File: config.mk
export PLATFORM = sky130hd
export DESIGN_NAME = integer_alu_with_power_core
export DESIGN_NICKNAME = d
export VERILOG_FILES = /design/src/sv/ialu_pkg.sv /design/src/sv/integer_alu_with_power_core.sv
export SDC_FILE = /design/constraint.sdc
export NUM_CORES = 2
export LEC_CHECK = 0
export BUFFER_PORTS_ARGS = -buffer_cell sky130_fd_sc_hd__buf_2
export CAP_MARGIN = 20
export CELL_PAD_IN_SITES_DETAIL_PLACEMENT = 0
export CELL_PAD_IN_SITES_GLOBAL_PLACEMENT = 2
export CORE_MARGIN = 2
export CORE_UTILIZATION = 35
export DETAILED_ROUTE_END_ITERATION = 7
export PLACE_DENSITY_LB_ADDON = 0.1
export SETUP_SLACK_MARGIN = 0.4
export SYNTH_ARGS = -nofsm -noshare
export SYNTH_HDL_FRONTEND = slang
export SYNTH_SLANG_ARGS = --single-unit
File: constraint.sdc
create_clock -name i_clk -period 11 [get_ports i_clk]
set_input_delay 1.1 -clock i_clk [delete_from_list [all_inputs] [get_ports i_clk]]
set_output_delay 1.1 -clock i_clk [all_outputs]
set_load 0.005 [all_outputs]
File: src/sv/ialu_pkg.sv
// Package for the integer ALU with power.
// Holds the data width, the operation codes, the sequencer states and the stream widths.
// No dependencies.
`timescale 1ns / 1ps
`default_nettype none

package ialu_pkg;

    localparam int DATA_WIDTH  = 32;
    localparam int OP_WIDTH    = 3;
    localparam int CNT_WIDTH   = $clog2(DATA_WIDTH + 1);
    localparam int IN_TDATA_W  = ((2 * DATA_WIDTH + 7) / 8) * 8;
    localparam int OUT_TDATA_W = ((DATA_WIDTH + 7) / 8) * 8;

    typedef enum logic [OP_WIDTH-1:0] {
        OP_SUB = 3'd0,
        OP_ADD = 3'd1,
        OP_MUL = 3'd2,
        OP_DIV = 3'd3,
        OP_MOD = 3'd4,
        OP_POW = 3'd5,
        OP_NEG = 3'd6
    } t_opcode;

    typedef enum logic [6:0] {
        S_IDLE    = 7'b0000001,
        S_MUL     = 7'b0000010,
        S_DIV     = 7'b0000100,
        S_DIV_FIX = 7'b0001000,
        S_POW_MUL = 7'b0010000,
        S_POW_SQ  = 7'b0100000,
        S_DONE    = 7'b1000000
    } t_state;

endpackage

`default_nettype wire

File: src/sv/integer_alu_with_power_core.sv
// Top level of the signed integer ALU with power.
// One shared multiplier plus a one-bit-per-cycle restoring divider, under a sequencer.
// Depends on ialu_pkg.
//
// Usage:
//   Input stream (s_axis): one item per operation. tuser carries the opcode,
//   tdata carries lhs (low half) and rhs (high half).
//   Output stream (m_axis): one item per input item. tdata carries the
//   wrapped result, tuser the divide-by-zero flag.
//   The block takes one item at a time; s_axis_tready is high only while idle.
//   States an item passes through from accept to the output register:
//     sub, add, negate, unused opcode, divide by zero, negative exponent: S_DONE
//     mul: S_MUL, S_DONE
//     div, mod: S_DIV (one quotient bit per cycle in the divider), S_DIV_FIX, S_DONE
//     pow: S_POW_MUL and S_POW_SQ in turn, then S_POW_MUL once more and S_DONE;
//       each exponent bit costs one multiply and one square on the shared multiplier.
//   The next item is accepted the cycle after the result moves to the output
//   register, so it may overlap a result still waiting to be taken.
//   If the receiver stalls, the finished result waits in the sequencer until
//   the output register frees up; no item is lost.
//   Reset (synchronous, active low) returns the sequencer to idle and drops
//   m_axis_tvalid.
`timescale 1ns / 1ps
`default_nettype none

module integer_alu_with_power_core
    import ialu_pkg::*;
(
    input  wire logic                   i_clk,
    input  wire logic                   i_rst_n,
    input  wire logic                   s_axis_tvalid,
    output logic                        s_axis_tready,
    input  wire logic [IN_TDATA_W-1:0]  s_axis_tdata,   // lhs, rhs
    input  wire logic [OP_WIDTH-1:0]    s_axis_tuser,   // opcode
    output logic                        m_axis_tvalid,
    input  wire logic                   m_axis_tready,
    output logic [OUT_TDATA_W-1:0]      m_axis_tdata,   // result
    output logic                        m_axis_tuser    // div_by_zero
);

    localparam int W = DATA_WIDTH;

    t_state               r_state, n_state;
    t_opcode              r_op, n_op;
    logic [W-1:0]         r_a, n_a;
    logic [W-1:0]         r_b, n_b;
    logic [W-1:0]         r_acc, n_acc;
    logic [W-1:0]         r_sq, n_sq;
    logic [W-1:0]         r_exp, n_exp;
    logic [W-1:0]         r_quo, n_quo;
    logic [W-1:0]         r_rem, n_rem;
    logic [W-1:0]         r_dvs, n_dvs;
    logic [CNT_WIDTH-1:0] r_cnt, n_cnt;
    logic [W-1:0]         r_res, n_res;
    logic                 r_dbz, n_dbz;
    logic                 r_m_valid, n_m_valid;
    logic [W-1:0]         r_m_data, n_m_data;
    logic                 r_m_dbz, n_m_dbz;

    logic                 in_accept;
    t_opcode              in_op;
    logic [W-1:0]         in_lhs, in_rhs;
    logic [W-1:0]         mag_a, mag_b;
    logic [W-1:0]         mul_x, mul_y, mul_p;
    logic [W:0]           div_shift, div_diff;
    logic                 div_ge;
    logic                 out_free;

    assign in_lhs = s_axis_tdata[W-1:0];
    assign in_rhs = s_axis_tdata[2*W-1:W];
    assign in_op  = t_opcode'(s_axis_tuser);

    assign s_axis_tready = i_rst_n && (r_state == S_IDLE);
    assign in_accept     = s_axis_tvalid && s_axis_tready;
    assign out_free      = !r_m_valid || m_axis_tready;

    assign m_axis_tvalid = r_m_valid;
    assign m_axis_tdata  = OUT_TDATA_W'(r_m_data);
    assign m_axis_tuser  = r_m_dbz;

    assign mag_a = in_lhs[W-1] ? (~in_lhs + W'(1)) : in_lhs;
    assign mag_b = in_rhs[W-1] ? (~in_rhs + W'(1)) : in_rhs;

    // shared multiplier, low W bits of the product
    always_comb begin
        unique case (r_state)
            S_POW_MUL: begin
                mul_x = r_acc;
                mul_y = r_sq;
            end
            S_POW_SQ: begin
                mul_x = r_sq;
                mul_y = r_sq;
            end
            default: begin
                mul_x = r_a;
                mul_y = r_b;
            end
        endcase
    end
    assign mul_p = mul_x * mul_y;

    // restoring divider step on magnitudes
    assign div_shift = {r_rem, r_quo[W-1]};
    assign div_diff  = div_shift - {1'b0, r_dvs};
    assign div_ge    = (div_shift >= {1'b0, r_dvs});

    always_comb begin
        n_state   = r_state;
        n_op      = r_op;
        n_a       = r_a;
        n_b       = r_b;
        n_acc     = r_acc;
        n_sq      = r_sq;
        n_exp     = r_exp;
        n_quo     = r_quo;
        n_rem     = r_rem;
        n_dvs     = r_dvs;
        n_cnt     = r_cnt;
        n_res     = r_res;
        n_dbz     = r_dbz;
        n_m_valid = r_m_valid;
        n_m_data  = r_m_data;
        n_m_dbz   = r_m_dbz;

        if (r_m_valid && m_axis_tready) begin
            n_m_valid = 1'b0;
        end

        unique case (r_state)
            S_IDLE: begin
                if (in_accept) begin
                    n_op  = in_op;
                    n_a   = in_lhs;
                    n_b   = in_rhs;
                    n_dbz = 1'b0;
                    n_res = '0;
                    n_state = S_DONE;
                    unique case (in_op)
                        OP_SUB: n_res = in_lhs - in_rhs;
                        OP_ADD: n_res = in_lhs + in_rhs;
                        OP_NEG: n_res = W'(0) - in_lhs;
                        OP_MUL: n_state = S_MUL;
                        OP_DIV, OP_MOD: begin
                            if (in_rhs == '0) begin
                                n_dbz = 1'b1;
                            end else begin
                                n_quo   = mag_a;
                                n_rem   = '0;
                                n_dvs   = mag_b;
                                n_cnt   = CNT_WIDTH'(W);
                                n_state = S_DIV;
                            end
                        end
                        OP_POW: begin
                            if (in_rhs[W-1]) begin
                                n_res = in_lhs;
                            end else begin
                                n_acc   = W'(1);
                                n_sq    = in_lhs;
                                n_exp   = in_rhs;
                                n_state = S_POW_MUL;
                            end
                        end
                        default: n_res = '0;
                    endcase
                end
            end
            S_MUL: begin
                n_res   = mul_p;
                n_state = S_DONE;
            end
            S_DIV: begin
                n_quo = {r_quo[W-2:0], div_ge};
                n_rem = div_ge ? div_diff[W-1:0] : div_shift[W-1:0];
                n_cnt = r_cnt - CNT_WIDTH'(1);
                if (r_cnt == CNT_WIDTH'(1)) begin
                    n_state = S_DIV_FIX;
                end
            end
            S_DIV_FIX: begin
                if (r_op == OP_DIV) begin
                    n_res = (r_a[W-1] ^ r_b[W-1]) ? (W'(0) - r_quo) : r_quo;
                end else begin
                    n_res = r_a[W-1] ? (W'(0) - r_rem) : r_rem;
                end
                n_state = S_DONE;
            end
            S_POW_MUL: begin
                if (r_exp == '0) begin
                    n_res   = r_acc;
                    n_state = S_DONE;
                end else begin
                    if (r_exp[0]) begin
                        n_acc = mul_p;
                    end
                    n_state = S_POW_SQ;
                end
            end
            S_POW_SQ: begin
                n_sq    = mul_p;
                n_exp   = r_exp >> 1;
                n_state = S_POW_MUL;
            end
            S_DONE: begin
                if (out_free) begin
                    n_m_valid = 1'b1;
                    n_m_data  = r_res;
                    n_m_dbz   = r_dbz;
                    n_state   = S_IDLE;
                end
            end
            default: n_state = S_IDLE;
        endcase
    end

    always_ff @(posedge i_clk) begin
        if (!i_rst_n) begin
            r_state   <= S_IDLE;
            r_m_valid <= 1'b0;
        end else begin
            r_state   <= n_state;
            r_m_valid <= n_m_valid;
        end
    end

    always_ff @(posedge i_clk) begin
        r_op     <= n_op;
        r_a      <= n_a;
        r_b      <= n_b;
        r_acc    <= n_acc;
        r_sq     <= n_sq;
        r_exp    <= n_exp;
        r_quo    <= n_quo;
        r_rem    <= n_rem;
        r_dvs    <= n_dvs;
        r_cnt    <= n_cnt;
        r_res    <= n_res;
        r_dbz    <= n_dbz;
        r_m_data <= n_m_data;
        r_m_dbz  <= n_m_dbz;
    end

endmodule

`default_nettype wire
==> qor.tcl <==
set qor(synth.ff_latch_count) 338
set qor(critical-path-slowest-cell) {sky130_fd_sc_hd__a221oi_4}
set qor(timing.hold.worst.class) {register to register}
set qor(grt_pass1_wl_mm) 219
set qor(critical-path-top-delay-family) {compound AO/OA/AOI/OAI gates}
set qor(report.final.hold_viol_count) 0
set qor(maximum_number_of_pins_on_one_net_before_global_route_repair) 71
set qor(yosysUniqueCellTypes) 70
set qor(crit_path_max_incr_delay_ns) 0.72
set qor(syn_avg_cell_area_um2) 9.20
set qor(htree_num_levels) 2
set qor(synthFlopType) {sky130_fd_sc_hd__edfxtp_1}
set qor(sum_neg_setup_slack_ns) 0
set qor(yosys.area_share.adder_pct) 29.1
set qor(status) {finished, final reports clean}
set qor(hold_path_startpoint) {r_res[0]}
set qor(final_max_slew_viol_count) 0
set qor(slew_headroom_pct) 24.7
set qor(timing.critical_path.required_ns) 11.31
set qor(number_of_antenna_violations_at_the_first_check_in_global_routing) 13
set qor(critical_path.startpoint_type) {register}
set qor(cp_common_cell) {sky130_fd_sc_hd__ha_1}
set qor(worst_setup_path_end_kind) {register}
set qor(postPlaceCellArea_mm2) 0.0391
set qor(floorplan.core_area_mm2) 0.103
set qor(cts_buffers) 44
set qor(gr-total-overflow) 0
set qor(grt.total_usage_pct) 28.5
set qor(cap_violations) 0
set qor(worst_r2r_path_depth) 26
set qor(cts.sink_count) 338
set qor(register_area_share_after_synthesis_pct) 27.6
set qor(clkSlewWorstSetupHoldPaths_ns) 0.06
set qor(regToRegEndpoint) {r_res[24]}
set qor(ys_async_sr_fraction_pct) 0
set qor(reg2reg_slack_ns) 0.98
set qor(viasPerCell) 5.41
set qor(clock_insertion_delay_worst_skew_ns) 0.60
set qor(hpwl_mm) 121
set qor(route.final.wire_length_mm) 152
set qor(synth_mux_area_share_pct) 1.71
set qor(synth-compound-area-share_pct) 11.5
set qor(worst-slew-pin-transition_ns) 1.13
set qor(holdPathEnd) {m_axis_tdata[0]}
set qor(drt-wirelength-per-cell_um) 27.8
set qor(portBuffers) 105
set qor(fin_crit_sh_pct) 91.1
set qor(max_clock_freq_ghz) 0.0998
set qor(fin_area_mm2) 0.0405
set qor(yosysWarnings) 0
set qor(cts-root-buf) {sky130_fd_sc_hd__clkbuf_16}
set qor(remaining_drc_errors) 0
set qor(worstPathBufferInverterCount) 4
set qor(syn_inst) 3963
set qor(first_pass_iters) 5
set qor(timing.clock.skew_ns) 0.0444
set qor(synth_top_family_by_area) {adder cells}
set qor(floorplan.die_area_mm2) 0.107
set qor(crit_arrival_ns) 10.34
set qor(start_util_pct) 35.3
set qor(io_pins) 106
set qor(num-nets-final) 4722
set qor(crit_type) {register to register}
set qor(nets_in_the_synthesized_netlist) 4637
set qor(area_growth_syn_to_layout_pct) 11.1
set qor(height_of_the_chip_um) 327
set qor(routabilityCongestion) 0.913
set qor(postCtsHoldBufs) 0
set qor(rows) 118
set qor(worstPathMaxFanout) 44
set qor(cts_tree) {yes}
set qor(synth_enable_flop_cells) 330
set qor(drt_iter0_drc) 2730
set qor(finish.utilization_pct) 39.2
set qor(period_minus_ws_final_ns) 10.02
set qor(fin_hold_ws_ns) 0.410
set qor(drive_gt1_share_pct) 8.80
set qor(synth_simple_gate_area_share_pct) 16.2
set qor(worst_hold_path.num_cells) 0
set qor(cts_post_setup_buffers_inserted) 0
set qor(area_share_of_xor_xnor_cells_in_the_synthesized_design_pct) 6.91
set qor(r2r_start) {r_state[2]}
set qor(cts_resized) 0
set qor(ant_nets) 0
set qor(via_count_of_the_first_global_routing_pass) 29300
set qor(route.vias.total) 29500
set qor(cts_max_path_buffers) 3
set qor(chip_width_um) 327
set qor(total_of_endpoints_with_negative_setup_slack_in_the_final_report) 0
set qor(grt_setup_unrepaired) {no}
set qor(syn_area_mm2) 0.0364
## cell usage after synthesis, types with 12 or more instances
master | n | area, um^2
sky130_fd_sc_hd__o31ai_1 | 37 | 278
sky130_fd_sc_hd__a211oi_1 | 31 | 233
sky130_fd_sc_hd__or3_1 | 30 | 188
sky130_fd_sc_hd__nor4_1 | 20 | 125
sky130_fd_sc_hd__nor2_1 | 476 | 1790
sky130_fd_sc_hd__ha_1 | 193 | 2410
sky130_fd_sc_hd__xnor2_1 | 173 | 1520
sky130_fd_sc_hd__clkbuf_1 | 160 | 601
sky130_fd_sc_hd__o21bai_1 | 13 | 97.6
sky130_fd_sc_hd__a22oi_1 | 13 | 97.6
sky130_fd_sc_hd__inv_1 | 490 | 1840
sky130_fd_sc_hd__o21ai_1 | 12 | 60.1
sky130_fd_sc_hd__o21a_1 | 15 | 113
sky130_fd_sc_hd__o21ai_0 | 174 | 871
sky130_fd_sc_hd__mux2i_1 | 34 | 340
sky130_fd_sc_hd__a21oi_1 | 128 | 641
sky130_fd_sc_hd__nor2b_1 | 19 | 119
sky130_fd_sc_hd__nand3_1 | 23 | 115
sky130_fd_sc_hd__o221ai_1 | 14 | 123
sky130_fd_sc_hd__and2_1 | 47 | 294
sky130_fd_sc_hd__or4_1 | 13 | 97.6
sky130_fd_sc_hd__fa_1 | 410 | 8210
sky130_fd_sc_hd__a221o_1 | 32 | 320
sky130_fd_sc_hd__a221oi_1 | 45 | 394
sky130_fd_sc_hd__nand4_1 | 14 | 87.6
sky130_fd_sc_hd__or2_2 | 15 | 93.8
sky130_fd_sc_hd__buf_1 | 16 | 60.1
sky130_fd_sc_hd__nand2_1 | 590 | 2210
sky130_fd_sc_hd__xor2_1 | 112 | 981
sky130_fd_sc_hd__mux2_2 | 25 | 282
sky130_fd_sc_hd__nor3_1 | 57 | 285
sky130_fd_sc_hd__nand2b_1 | 28 | 175
sky130_fd_sc_hd__a21o_1 | 56 | 420
sky130_fd_sc_hd__edfxtp_1 | 330 | 9910
## area by class of cell
class                      instances  area (um^2)
fill                           10600        62800
multi-input combinational       2959        24100
sequential                       338        10100
inverter                         490         1840
tap                             1380         1730
timing repair buffer             215         1360
clock buffer                      51         1170
clock inverter                    26          253
antenna                            4         10.0
## cell families after synthesis
family / after synthesis
simple gates: 1373
buf+inv: 666
compound gates: 638
fa+ha+maj: 603
flops: 338
xor+xnor: 286
mux: 59
## per-layer routing
metal	part of all wire (%)	wire length, um	GRT usage, %
met1	46	70000	41.9
met2	45	69000	45.0
met3	6.5	9890	3.53
met4	2.1	3130	5.37
met5	0.0085	13	0
## cell usage in the layout, fill, tap and decap left out, types with 31 or more instances in the layout
master                      count
sky130_fd_sc_hd__nand2_1      589
sky130_fd_sc_hd__ha_1         193
sky130_fd_sc_hd__nor3_1        57
sky130_fd_sc_hd__o31ai_1       37
sky130_fd_sc_hd__edfxtp_1     330
sky130_fd_sc_hd__a21oi_1      128
sky130_fd_sc_hd__a21o_1        56
sky130_fd_sc_hd__nor2_1       474
sky130_fd_sc_hd__fa_1         410
sky130_fd_sc_hd__inv_1        489
sky130_fd_sc_hd__xnor2_1      173
sky130_fd_sc_hd__and2_1        47
sky130_fd_sc_hd__a221o_1       32
sky130_fd_sc_hd__a221oi_1      38
sky130_fd_sc_hd__xor2_1       112
sky130_fd_sc_hd__buf_4        109
sky130_fd_sc_hd__buf_2        105
sky130_fd_sc_hd__a211oi_1      31
sky130_fd_sc_hd__o21ai_0      174
sky130_fd_sc_hd__clkbuf_16     46
## registers in the layout, indices dropped and copies added (netlist names), 7 cells and up
name	count
m_axis_tdata	32
r_a	32
r_acc	32
r_b	32
r_dvs	32
r_quo	32
r_rem	32
r_res	32
r_sq	32
r_exp	31
r_state	7
## metrics by stage
stage	worst slack (ns)	cells
final	0.978	5463
after global routing	0.551	5459
after detailed placement	1.15	5381
after global placement	1.15	5379
after CTS	1.07	5458
after floorplan	1.79	3963
## worst max-delay path by stage
stage / startpoint / end / slack [ns] / cells past startpoint
after floorplan: r_state[5] / r_res[31] / 1.79 / 31
after global placement: r_state[2] / r_sq[30] / 1.15 / 30
after detailed placement: r_state[2] / r_res[30] / 1.15 / 30
after CTS: r_state[2] / r_sq[30] / 1.07 / 30
after global routing: r_state[2] / r_res[31] / 0.55 / 29
final: r_state[2] / r_res[24] / 0.98 / 26
Power is not shown: default switching activity piles up to over one toggle a cycle in this logic, so the estimate is an artifact.
